$ cat src/rtl/core/rlmsd_pkg.sv
`timescale 1ns / 1ps
// shared constants, types and codes of the led matrix scan driver
package rlmsd_pkg;

  // panel geometry
  localparam int PANEL_HEIGHT = 32;
  localparam int PANEL_WIDTH  = 64;
  localparam int HALF_ROWS    = PANEL_HEIGHT / 2;
  localparam int HALF_DEPTH   = HALF_ROWS * PANEL_WIDTH;
  localparam int ADDR_W       = $clog2(HALF_DEPTH);
  localparam int ROW_W        = $clog2(HALF_ROWS);
  localparam int COL_W        = $clog2(PANEL_WIDTH);

  // field widths
  localparam int COORD_W    = 8;
  localparam int LEVEL_W    = 8;
  localparam int DEPTH_W    = 4;
  localparam int PLANE_W    = 8;
  localparam int LIMIT_W    = PLANE_W + 1;
  localparam int ROW_ADDR_W = 4;

  // colour depth register
  localparam logic [DEPTH_W-1:0] DEPTH_RESET = 4'd4;
  localparam logic [DEPTH_W-1:0] DEPTH_MIN   = 4'd1;
  localparam logic [DEPTH_W-1:0] DEPTH_MAX   = 4'd8;
  localparam int                 REG_PLANE_BITS = 0;

  // item kinds and result events
  localparam logic KIND_WRITE = 1'b0;
  localparam logic KIND_TICK  = 1'b1;
  localparam logic EVT_SHIFT  = 1'b0;
  localparam logic EVT_LATCH  = 1'b1;

  typedef struct packed {
    logic [LEVEL_W-1:0] red;
    logic [LEVEL_W-1:0] green;
    logic [LEVEL_W-1:0] blue;
  } pixel_t;

  // classified item passed from front to back
  typedef struct packed {
    logic              tick;
    logic              lower;
    logic [ADDR_W-1:0] addr;
    pixel_t            pixel;
  } item_t;

  typedef struct packed {
    logic                  event_res;
    logic                  upper_red;
    logic                  upper_green;
    logic                  upper_blue;
    logic                  lower_red;
    logic                  lower_green;
    logic                  lower_blue;
    logic [ROW_ADDR_W-1:0] row_address;
    logic                  last;
  } result_t;

  // queue status seen by the front
  typedef struct packed {
    logic full;
    logic clearing;
  } back_status_t;

endpackage

$ cat src/rtl/core/rlmsd_queue.sv
`timescale 1ns / 1ps
// two-entry queue between front and back ends
module rlmsd_queue (
  input  logic              clk,
  input  logic              rst,
  input  logic              push,
  input  rlmsd_pkg::item_t  push_item,
  input  logic              pop,
  output logic              not_empty,
  output logic              full,
  output rlmsd_pkg::item_t  head
);
  import rlmsd_pkg::*;

  item_t      slots [2];
  logic       wr_ptr;
  logic       rd_ptr;
  logic [1:0] count;

  assign not_empty = (count != 2'd0);
  assign full      = (count == 2'd2);
  assign head      = slots[rd_ptr];

  // pointers and fill level
  always_ff @(posedge clk) begin
    if (rst) begin
      wr_ptr <= 1'b0;
      rd_ptr <= 1'b0;
      count  <= 2'd0;
    end else begin
      if (push) wr_ptr <= ~wr_ptr;
      if (pop)  rd_ptr <= ~rd_ptr;
      case ({push, pop})
        2'b10:   count <= count + 2'd1;
        2'b01:   count <= count - 2'd1;
        default: count <= count;
      endcase
    end
  end

  // entry storage
  always_ff @(posedge clk) begin
    if (push) slots[wr_ptr] <= push_item;
  end

endmodule

$ cat config.mk
export PLATFORM = sky130hd
export DESIGN_NAME = rlmsd_queue
export DESIGN_NICKNAME = d
export VERILOG_FILES = /design/src/rtl/core/rlmsd_pkg.sv /design/src/rtl/core/rlmsd_queue.sv
export SDC_FILE = /design/constraint.sdc
export NUM_CORES = 1
export LEC_CHECK = 0
export BUFFER_PORTS_ARGS = -buffer_cell sky130_fd_sc_hd__buf_2
export CAP_MARGIN = 15
export CORE_UTILIZATION = 48
export CTS_BUF_LIST = sky130_fd_sc_hd__clkbuf_4 sky130_fd_sc_hd__clkbuf_8
export CTS_CLUSTER_DIAMETER = 30
export CTS_CLUSTER_SIZE = 10
export DETAILED_ROUTE_END_ITERATION = 10
export HOLD_SLACK_MARGIN = 0.03
export PLACE_DENSITY = 0.77
export SLEW_MARGIN = 20
export SYNTH_ARGS = -nofsm -noshare
export SYNTH_HDL_FRONTEND = slang
export SYNTH_SLANG_ARGS = --single-unit
$ cat constraint.sdc
create_clock -name clk -period 2.5 [get_ports clk]
set_input_delay 0.5 -clock clk [delete_from_list [all_inputs] [get_ports clk]]
set_output_delay 0.5 -clock clk [all_outputs]
set_load 0.03 [all_outputs]
# [Word level (Yosys, flattened, before mapping)]
# Memory sizes are Yosys's and may differ from the RTL's. A register that Yosys moved wholly into a read port is not among the register bits.
# Index checks and enable logic that the tools add are counted.
[word_totals] register_bits=4 ram_bits=72 in_bits=40 out_inout_bits=38 elab_cells=18 n_memories=1
[mem_list] name="slots" depth=2 word_bits=36 rd=1 rd_ports_with_merged_regs=1 write_ports=1 line_no="rlmsd_queue.sv:15" text="item_t slots [2];"
[classes] addsub=2 n_eq_ne=3 muxes=5 bitwise_logic=2 n_reduce_logical=2
[ops] op="$eq 2x2->1 const B" n=2
[ops] op="$mux 1" n=4
[ops] op="$pmux 2 s2" n=1
[ops] op="$reduce_bool 2->1" n=2
[ops] op="$add 2x1->2 const B" n=1
[ops] op="$eq 2x1->1 const B" n=1
[ops] op="$not 1->1" n=2
[ops] op="$sub 2x1->2 const B" n=1

# [Longest topological paths before layout]
[depth] ltp_word=3 mapped_depth=5 depth_no_buf=5

# [Worst setup path before layout]
# OpenSTA, ideal clock, no wires.
[synth_path] path_type="input-to-reg" from="in push" to="mem slots[0][0] in the netlist's numbering, enable pin" setup_ns=0.430 t_arrival_ns=2.072 required_ns=2.070 path_slack_ns=-0.002 cell_stages=2 n_path_buf=0 cell_sequence="inv_1 nor2_1"
[synth_between] elab_chain_len=2
[synth_rtl] element="start, declared" line_no="rlmsd_queue.sv:6" text="input logic push,"
[synth_rtl] element="$mux 1" line_no="rlmsd_queue.sv:43" text="if (push) slots[wr_ptr] <= push_item;"
[synth_rtl] element="$mux 1 (not written as such)" line_no="rlmsd_queue.sv:43"
[synth_rtl] element="end, declared" line_no="rlmsd_queue.sv:15"
# No other way between the ends.

==> reports/results.txt <==
outcome - complete, no violations
critical path class - reg2out
maximum VDD drop - 647.9 uV
WL/cell - 15.32 um
Tcrit/Tclk final - 82.05%
final setup fails - 0
Num Clock Sinks - 77
Reg clk slew, reported paths - 0.08 ns
Vias/cell - 4.860
crit path to - head[27]
max-slew violations - 0
total gr overflow - 0
Final Hold Violating Endpoints - 0
mapped cell area - 2798 um2
Seq cells post-synth - 77
nets@finish - 263
Post-Synthesis Cells - 134
via count - 1,453
core area - 5574 um2
GRT Util Overall - 16.50%
Hold Path Cell Cnt - 1
setup TNS - 0 ns
Die Area - 6138 um2
top-count cell post-synth - edfxtp_1
drt pass-1 iters - 7
number of flops mapped to enable cells by yosys - 72
Overall Power - 0.002731 W
cts hold-fix bufs - 0
Top-Level Pins - 78
Top FF cell, synth - edfxtp_1
relative max-transition margin - 75.51%
CTS root buf - clkbuf_8
Sw Share - 26.06%
Hold WC Path Type - in2reg
largest net degree at the start of global routing - 32
area leader, netlist - edfxtp_1
Int Power - 0.002019 W
main area contributors after synthesis - edfxtp_1 77%, mux2_2 14%, dfxtp_1 3.6%
top cells by count, synth - 72 x edfxtp_1, 36 x mux2_2, 5 x dfxtp_1, 5 x nor2_1
Worst Tran Pin Value - 0.3674 ns
combinational fraction of design power - 15.6%
# DRC - 0
clock network power share - 28.5%
Post-CTS Setup Bufs - 0
n_diodes - 0
TritonCTS clock tree - done
Starting DRT DRC Count - 55
Area Overhead vs Synth - 24.28%
Switching Power - 0.0007118 W
Rows - 27
H-tree depth - 3
CTS Buf Count - 9
routability congestion estimate - 0.6877
area occupied by multi-input gates - 518.0 um2
DRT antenna net count - 0
final wirelength - 4580 um
reg2reg end - slots[1][29]
PwrDens - 785.5 nW/um2
die height - 78.35 um
width of the die - 78.35 um
r2r setup slk - 1.08 ns
syn nets - 175
Clk Latency, worst-skew pair - 0.34 ns
Critical Path End Type - output pin
post-synthesis sequential area ratio - 80.86%
Resized cells post-CTS - 0
first-pass GRT wire length - 7107 um
Synth top area share - 77.28%
worst endpoint required time - 2.00 ns
fmax - 487.5 MHz
Worst Path Max Fanout - 31
post-detail-place hpwl - 3030 um
FF-to-FF path depth - 2
unrepaired setup endpoints after global routing - no
crit path time final - 2.051 ns
synthesized area per cell - 20.88 um2
antenna violations before repair - 0
Port Buffers - 77
crit start category - flop
Leak Pwr - 1.321 nW
vias in the first global route - 1,488
Max Clock Skew - 0.004957 ns
R2R Path Start - wr_ptr
Syn. warnings - 0
dpl cells - 283
Starting Density - 50.19%
Storage cell area - 2263 um2
fillers - 430
Clock Path Buffers - 2
non-filler instance count after layout - 299
WP data arrival - 1.55 ns
Async SR Flop Fraction - 0%
Distinct cells, synth - 16
share of power burned in registers - 55.8%
share of cells above drive strength 1 - 59.91%
maxcap violations - 0
-- sequential cells by signal, indices dropped and copies added, names as in the netlist, named ones only --
signal and cells:
rd_ptr 1, count 2, wr_ptr 1, slots 72
-- kinds of logic (layout without fill, tap and decap cells) --
family                     Yosys count  count (layout)  synth area share (%)
buffers and inverters                5              98                0.9390
DFF                                 77              77                 80.86
xor gates and xnor gates             4               4                 1.252
muxes                               36              36                 14.49
AOI/OAI and AO/OA                    2               2                0.3574
adders and majority gates            1               1                0.4472
and+or+nand+nor                      9               9                 1.655
-- final cells by class --
| class | count | share of cell area (%) |
|---|---|---|
| Sequential cell | 77 | 65.10 |
| Multi-Input combinational cell | 52 | 14.90 |
| Timing Repair Buffer | 81 | 12.67 |
| Clock buffer | 10 | 3.778 |
| Tap cell | 72 | 2.591 |
| Clock inverter | 6 | 0.8636 |
| Inverter | 1 | 0.1080 |
-- cells in the final DEF, fill, tap and decap left out --
cell | synthesis | layout
nor2_4 | 0 | 1
edfxtp_1 | 72 | 72
clkbuf_4 | 0 | 1
nor2_1 | 5 | 4
xnor2_1 | 3 | 3
a21oi_1 | 1 | 1
inv_1 | 1 | 1
buf_12 | 0 | 2
clkinvlp_4 | 0 | 1
or2_2 | 1 | 1
buf_4 | 1 | 2
ha_1 | 1 | 1
and2b_2 | 1 | 1
dfxtp_2 | 0 | 1
and2_2 | 0 | 1
mux2_2 | 36 | 36
dfxtp_1 | 5 | 4
clkinv_2 | 0 | 3
clkbuf_8 | 0 | 9
clkinv_1 | 0 | 2
buf_2 | 3 | 77
xor2_1 | 1 | 1
o21ai_0 | 1 | 1
or3_1 | 1 | 1
-- worst max-delay path, stage by stage (launching register included) --
cell and delay, ns:
dfxtp_2 0.42, buf_12 0.23, mux2_2 0.37, buf_2 0.18
-- how the worst min path moves through the flow --
stage | startpoint | slack (ns) | end
2_1_floorplan | count[1] | 0.46 | count[1]
3_3_place_gp | count[1] | 0.48 | count[1]
3_5_place_dp | count[1] | 0.49 | count[1]
4_1_cts | push_item[19] | 0.33 | slots[1][19]
5_1_grt | push_item[23] | 0.33 | slots[0][23]
6_report | push_item[22] | 0.34 | slots[0][22]
-- metrics by stage --
step	setup slack (ns)	hold slack, ns	cell area [um2]	utilization [%]
after floorplan	0.6131	0.4564	2800	-
after global placement	0.8193	0.4810	3316	59.48
after detailed placement	0.7999	0.4919	3316	59.48
after CTS	0.4187	0.3281	3477	62.38
after global routing	0.3816	0.3259	3477	62.38
final	0.4488	0.3424	3477	62.38
-- power groups by stage --
stage,registers [W],logic [W],clock network (W)
detailed placement,0.00155,0.000432,0
global route,0.00153,0.000454,0.000850
finish,0.00152,0.000427,0.000780
CTS,0.00153,0.000434,0.000802
global placement,0.00155,0.000427,0
floorplan,0.00154,0.000296,0
-- layer usage --
metal,share of wire [%],global-route usage (%),up-vias
met3,5.2,4.651,7
met5,0,0,-
met2,54,27.63,43
met4,2.3,11.11,0
met1,38,18.27,706
li1,-,-,697
Note: power is estimated with default switching activity, not from simulation.
