--- src/rtl/core/rlmsd_pkg.sv ---
`timescale 1ns / 1ps
// shared constants, types and codes of the led matrix scan driver
package rlmsd_pkg;

  // panel geometry
  localparam int PANEL_HEIGHT = 32;
  localparam int PANEL_WIDTH  = 64;
  localparam int HALF_ROWS    = PANEL_HEIGHT / 2;
  localparam int HALF_DEPTH   = HALF_ROWS * PANEL_WIDTH;
  localparam int ADDR_W       = $clog2(HALF_DEPTH);
  localparam int ROW_W        = $clog2(HALF_ROWS);
  localparam int COL_W        = $clog2(PANEL_WIDTH);

  // field widths
  localparam int COORD_W    = 8;
  localparam int LEVEL_W    = 8;
  localparam int DEPTH_W    = 4;
  localparam int PLANE_W    = 8;
  localparam int LIMIT_W    = PLANE_W + 1;
  localparam int ROW_ADDR_W = 4;

  // colour depth register
  localparam logic [DEPTH_W-1:0] DEPTH_RESET = 4'd4;
  localparam logic [DEPTH_W-1:0] DEPTH_MIN   = 4'd1;
  localparam logic [DEPTH_W-1:0] DEPTH_MAX   = 4'd8;
  localparam int                 REG_PLANE_BITS = 0;

  // item kinds and result events
  localparam logic KIND_WRITE = 1'b0;
  localparam logic KIND_TICK  = 1'b1;
  localparam logic EVT_SHIFT  = 1'b0;
  localparam logic EVT_LATCH  = 1'b1;

  typedef struct packed {
    logic [LEVEL_W-1:0] red;
    logic [LEVEL_W-1:0] green;
    logic [LEVEL_W-1:0] blue;
  } pixel_t;

  // classified item passed from front to back
  typedef struct packed {
    logic              tick;
    logic              lower;
    logic [ADDR_W-1:0] addr;
    pixel_t            pixel;
  } item_t;

  typedef struct packed {
    logic                  event_res;
    logic                  upper_red;
    logic                  upper_green;
    logic                  upper_blue;
    logic                  lower_red;
    logic                  lower_green;
    logic                  lower_blue;
    logic [ROW_ADDR_W-1:0] row_address;
    logic                  last;
  } result_t;

  // queue status seen by the front
  typedef struct packed {
    logic full;
    logic clearing;
  } back_status_t;

endpackage

--- src/rtl/core/rlmsd_front.sv ---
`timescale 1ns / 1ps
// front end: accepts transactions, drops off-panel writes, maps pixels to a half and address
module rlmsd_front (
  input  logic                           start,
  input  logic                           kind,
  input  logic [rlmsd_pkg::COORD_W-1:0]  pixel_row,
  input  logic [rlmsd_pkg::COORD_W-1:0]  pixel_col,
  input  logic [rlmsd_pkg::LEVEL_W-1:0]  red_level,
  input  logic [rlmsd_pkg::LEVEL_W-1:0]  green_level,
  input  logic [rlmsd_pkg::LEVEL_W-1:0]  blue_level,
  input  rlmsd_pkg::back_status_t        status,
  output logic                           busy,
  output logic                           push,
  output rlmsd_pkg::item_t               item
);
  import rlmsd_pkg::*;

  logic             accept;
  logic             in_panel;
  logic             lower;
  logic [ROW_W-1:0] row_local;

  assign busy   = status.full | status.clearing;
  assign accept = start & ~busy;

  // panel bounds check, widened so that any panel size compares correctly
  assign in_panel = ({1'b0, pixel_row} < 9'(PANEL_HEIGHT)) &&
                    ({1'b0, pixel_col} < 9'(PANEL_WIDTH));

  // rows of the lower half live in their own store
  assign lower     = {1'b0, pixel_row} >= 9'(HALF_ROWS);
  assign row_local = lower ? ROW_W'(pixel_row - COORD_W'(HALF_ROWS)) : ROW_W'(pixel_row);

  // ticks always go through, writes only when on the panel
  assign push = accept & ((kind == KIND_TICK) | in_panel);

  always_comb begin
    item.tick        = (kind == KIND_TICK);
    item.lower       = lower;
    item.addr        = ADDR_W'(int'(row_local) * PANEL_WIDTH + int'(pixel_col));
    item.pixel.red   = red_level;
    item.pixel.green = green_level;
    item.pixel.blue  = blue_level;
  end

endmodule

--- config.mk ---
export PLATFORM = sky130hd
export DESIGN_NAME = rlmsd_front
export DESIGN_NICKNAME = d
export VERILOG_FILES = /design/src/rtl/core/rlmsd_pkg.sv /design/src/rtl/core/rlmsd_front.sv
export SDC_FILE = /design/constraint.sdc
export NUM_CORES = 1
export LEC_CHECK = 0
export CAP_MARGIN = 20
export CORE_AREA = 2 2 39 41
export DETAILED_ROUTE_END_ITERATION = 10
export DIE_AREA = 0 0 41 43
export DONT_BUFFER_PORTS = 1
export GPL_ROUTABILITY_DRIVEN = 1
export REMOVE_ABC_BUFFERS = 1
export SLEW_MARGIN = 20
export SYNTH_ARGS = -nofsm -noshare
export SYNTH_HDL_FRONTEND = slang
export SYNTH_SLANG_ARGS = --single-unit
--- constraint.sdc ---
create_clock -name vclk -period 0.8
set_input_delay 0.04 -clock vclk [all_inputs]
set_output_delay 0.04 -clock vclk [all_outputs]
set_load 0.05 [all_outputs]
### Word level (Yosys, flattened, before mapping)

Index checks and enable logic that the tools add are counted.

* flip-flop bits (word level): 0
* input bits: 44
* output and inout port bits: 38
* logic and storage cells: 12

* add/sub/neg operators: 2
* order comparisons: 3
* multiplexer cells: 1
* bitwise logic cells: 5
* reductions and logical operators: 1

Operators with widths (count)
* $add A10 B8 Y10: 1
* $ge A8 B5 Y1 const B: 1
* $lt A8 B6 Y1 const B: 1
* $lt A8 B7 Y1 const B: 1
* $mux W4: 1
* $sub A4 B1 Y4 const B: 1
* $and A1 B1 Y1: 2
* $or A1 B1 Y1: 2
* $logic_and A1 B1 Y1: 1
* $not A1 Y1: 1

### Logic depth before layout (Yosys ltp)

Gate-level depths: netlist of the first run.

* word-level depth: 4
* gate-level depth with buffers: 4
* gate-level depth less buffers: 4

### Worst setup path after synthesis of the first run

Ideal clock, no wire load.

* path kind: input to output
* from: input pixel_row[0] (netlist bit)
* to: output item[32] (netlist bit)
* arrival: 1.455 ns
* required time: 0.760 ns
* path slack: -0.695 ns
* stages: 4
* path buffers: 0
* cells stage by stage: ha_1 -> inv_1 -> fa_1 -> xnor2_1

RTL lines
* start: declaration: line rlmsd_front.sv:6 `input logic [rlmsd_pkg::COORD_W-1:0] pixel_row,`
* end: declaration: line rlmsd_front.sv:14 `output rlmsd_pkg::item_t item`

### Worst setup path after layout of the first run

* from: input pixel_row[5] (netlist bit)
* to: output push

* cells in the longest elaborated chain, start to end: 4

RTL lines
* $lt A8 B6 Y1: line rlmsd_front.sv:27 `assign in_panel = ({1'b0, pixel_row} < 9'(PANEL_HEIGHT)) &&`
* $logic_and A1 B1 Y1: line rlmsd_front.sv:27
* $or A1 B1 Y1: line rlmsd_front.sv:35 `assign push = accept & ((kind == KIND_TICK) | in_panel);`
* $and A1 B1 Y1: line rlmsd_front.sv:35
* end: declaration: line rlmsd_front.sv:13 `output logic push,`

No other way between the ends.

==> qor.csv, run 1 <==
metric;value;unit
Die Ht;43;µm
Avg WL per Cell;33.29;µm
largest cells by area after synthesis;buf_4, ha_1, fa_1;
Die ar.;0.001763;mm²
Setup Fix Bufs, Post-CTS;0;
Final GP Congestion;0.6454;
share of the synthesized area in the top cell type;62.75;%
most frequent cell after synthesis;buf_4;
critical path class;in -> out;
hold-fix buffers at CTS;0;
CP Max Fanout;2;
drt initial violations;0;
Gate power share;100.0;%
core area;0.001384;mm²
Seq/Total Area, Yosys;0;%
switching part of the total power;57.83;%
seq_cells;0;
dpl ws;-0.2723;ns
Avg Vias per Cell;5.595;
nets;75;
Fill cells;162;
Clock Power Share;0;%
library cells used by synthesis;15;
Setup Viol. Count Final;3;
pwr/cell area;932.4;mW/mm²
Final Hold Fails;0;
Antenna diodes;0;
vias in the first global route;228;
YS warnings;0;
clkbuf count;0;
CP endpoint kind;output port;
Avg Cell Area, Syn;7.507;µm²
IO Count;82;
unrepaired setup endpoints after global routing;true;
Total GRT Usage;12.99;%
f_max;1045;MHz
Max-Cap Viols;0;
failing checks;negative setup slack;
Slew HR;90.65;%
Routed Antenna Nets;0;
final wirelength;1398;µm
Seq pwr share;0;%
fin crit period;0.9570;ns
Die Wd;41;µm
Setup WS post-layout;-0.1570;ns
NetSw;157.2;µW
Tightest Pin Transition;0.1395;ns
DRT Pass-1 Iters;1;
Netlist Area Pre-Place;382.9;µm²
crit start category;primary input;
Synth area leader;buf_4;
via count;235;
outcome;finished, violations left;
critical path arrival;0.92;ns
final period utilization;119.6;%
commonest cells in the netlist;buf_4, inv_1, ha_1, or4_1;
Initial Util;27.67;%
post-synthesis cell count;51;
largest net degree at the start of global routing;5;
register area;0;µm²
row cnt;14;
DRC viols;0;
initial antenna violation count;0;
first-pass GRT wire length;1414;µm
share of cells above drive strength 1;69.23;%
layout overhead on the synthesized area;-23.86;%
Setup TNS Final;-0.4453;ns
Hold Path Class;in -> out;
CP required;0.76;ns
Lkg Pwr;0.1120;nW
P_int;114.6;µW
global route overflow;0;
peak supply drop;0.1858;mV
IO buf count;0;
Max Slew Vio Count;0;
area of the multi-input gates;180.2;µm²
[path summary, 6_finish.rpt]
kind,from,to,slack (ns),depth (start not counted)
setup / recovery,pixel_row[5],push,-0.16,3
hold / removal,kind,item[35],0.08,0
[per-layer routing]
layer,global-route usage (%),routed length [µm],share of wire (%)
met5,0,0,0
met4,0.6667,8,0.57
met3,19.37,511,37
met2,20.63,648,46
met1,8.228,230,16
[kinds of logic after synthesis]
logic type / after synthesis / synth area share (%)
xor gates and xnor gates: 1 / 2.288
adders and majority gates: 3 / 11.76
buffers and inverters: 36 / 66.67
and+or+nand+nor: 7 / 12.09
AOI/OAI and AO/OA: 4 / 7.190
[worst max-delay path, cell delays in order]
cell and delay, ns:
or4b_4 0.51, o22ai_2 0.19, buf_6 0.18
[per-stage QoR]
stage               hold slack [ns]  utilization, %  instance area (µm²)  power (mW)  instances
floorplan                   0.08000               -                142.6      0.1601         19
global placement            0.08052           16.46                227.7      0.2316         42
detailed placement          0.08052           16.46                227.7      0.2357         42
CTS                         0.08052           18.54                256.5      0.2505         42
global route                0.08012           21.07                291.5      0.2861         42
finish                      0.08009           21.07                291.5      0.2718         42
[power groups by stage]
stage / sequential [mW] / clock (mW) / combinational [mW]
after detailed placement: 0 / 0 / 0.236
final: 0 / 0 / 0.272
after global placement: 0 / 0 / 0.232
after CTS: 0 / 0 / 0.250
after global routing: 0 / 0 / 0.286
after floorplan: 0 / 0 / 0.160
[timing repair]
item	4_1_cts	5_1_grt
pin swaps	3	3
resized for setup	9	6
setup endpoints to repair	4	5
[layout by cell type, fill, tap and decap left out, types with 2 or more instances in the layout]
master,n
inv_2,2
ha_4,2
inv_1,2
buf_6,3
buf_4,3
[final cells by class]
cell class	instances	share of cell area, %
multi-input combinational	15	61.80
timing repair buffer	7	26.18
tap	16	6.867
inverter	4	5.150
Power figures use the tool's default switching activity.
==> inputs of run 2 (changes only) <==
==> constraint.sdc (replaced) <==
create_clock -name vclk -period 0.8
set_input_delay 0.04 -clock vclk [all_inputs]
set_output_delay 0.04 -clock vclk [all_outputs]
set_load 0.1 [all_outputs]
==> qor.csv, run 2 (synthesis results as in run 1) <==
metric;value;unit
Setup Viol. Count Final;3;
placed cell count;43;
via count;232;
CP endpoint kind;output port;
Antenna diodes;0;
peak supply drop;0.3608;mV
Max-Cap Viols;0;
share of cells above drive strength 1;85.19;%
IO buf count;0;
DRC viols;0;
area of the multi-input gates;206.4;µm²
outcome;finished, violations left;
f_max;990.1;MHz
seq_cells;0;
register area;0;µm²
CP required;0.76;ns
most common cell after layout, fill and taps aside;buf_12;
final wirelength;1349;µm
Routed Antenna Nets;0;
switching part of the total power;62.65;%
Hold Path Stages;0;
clkbuf count;0;
Tightest Pin Transition;0.2771;ns
DRT Pass-1 Iters;1;
Die Wd;41;µm
largest net degree at the start of global routing;5;
failing checks;negative setup slack;
crit start category;primary input;
Avg WL per Cell;31.37;µm
Lkg Pwr;0.1397;nW
nets;76;
critical path class;in -> out;
NetSw;286.5;µW
dpl ws;-0.3282;ns
CP Max Fanout;2;
Die Ht;43;µm
final cell count without fillers;43;
Power Total;457.2;µW
global route overflow;0;
critical path arrival;0.97;ns
DP Wirelength;1263;µm
Worst Hold End;item[0];
fin crit period;1.010;ns
row cnt;14;
Final Hold Fails;0;
Setup WS post-layout;-0.2100;ns
Layout Utilization;27.22;%
Slew HR;81.68;%
drt initial violations;0;
final period utilization;126.3;%
unrepaired setup endpoints after global routing;true;
first-pass GRT wire length;1455;µm
Seq pwr share;0;%
core area;0.001384;mm²
pwr/cell area;1214;mW/mm²
P_int;170.8;µW
initial antenna violation count;0;
Die ar.;0.001763;mm²
Clock Power Share;0;%
Initial Util;27.67;%
Max Slew Vio Count;0;
Fill cells;153;
Hold Path Class;in -> out;
hold_sp;blue_level[0];
Setup TNS Final;-0.5647;ns
Final GP Congestion;0.6445;
Total GRT Usage;13.29;%
Gate power share;100.0;%
layout overhead on the synthesized area;-1.634;%
Setup Fix Bufs, Post-CTS;0;
Setup crit start;pixel_row[5];
IO Count;82;
Avg Vias per Cell;5.395;
vias in the first global route;233;
==> run 2: what timing repair did <==
action / 4_1_cts / 5_1_grt
setup endpoints to repair: 5 / 5
resized for setup: 10 / 4
pin swaps: 4 / 5
hold buffers: 0 / 0
==> run 2: worst max-delay path by stage <==
stage / to / slack [ns] / depth (start not counted)
2_1_floorplan: item[32] / -1.44 / 4
3_3_place_gp: item[32] / -0.31 / 5
3_5_place_dp: item[32] / -0.33 / 5
4_1_cts: item[32] / -0.22 / 5
5_1_grt: push / -0.23 / 3
6_report: push / -0.21 / 3
==> run 2: worst max-delay path, cell delays in order <==
cell and delay, ns:
or4b_4 0.53, o22ai_4 0.20, buf_12 0.19
==> run 2: power by group through the flow <==
stage          combinational, mW  clock, mW  sequential [mW]
6_report                   0.457          0                0
5_1_grt                    0.471          0                0
3_3_place_gp               0.422          0                0
4_1_cts                    0.447          0                0
2_1_floorplan              0.275          0                0
3_5_place_dp               0.425          0                0
==> run 2: per-stage QoR <==
| step | area (µm²) | hold WS [ns] |
|---|---|---|
| 2_1_floorplan | 142.6 | 0.08000 |
| 3_3_place_gp | 317.8 | 0.08103 |
| 3_5_place_dp | 317.8 | 0.08103 |
| 4_1_cts | 351.6 | 0.08103 |
| 5_1_grt | 376.6 | 0.08062 |
| 6_report | 376.6 | 0.08079 |
==> run 2: area by class of cell <==
cell class / count / share of cell area (%)
inverters: 4 / 3.987
multi-input cells: 15 / 54.82
repair buffers: 8 / 35.88
well taps: 16 / 5.316
==> run 2: per-layer routing <==
| metal | global-route usage, % | vias up | share of wire [%] |
|---|---|---|---|
| li1 | - | 84 | - |
| met1 | 8.544 | 97 | 17 |
| met5 | 0 | - | 0 |
| met3 | 20.42 | 0 | 38 |
| met2 | 20.94 | 51 | 45 |
| met4 | 0 | 0 | 0 |
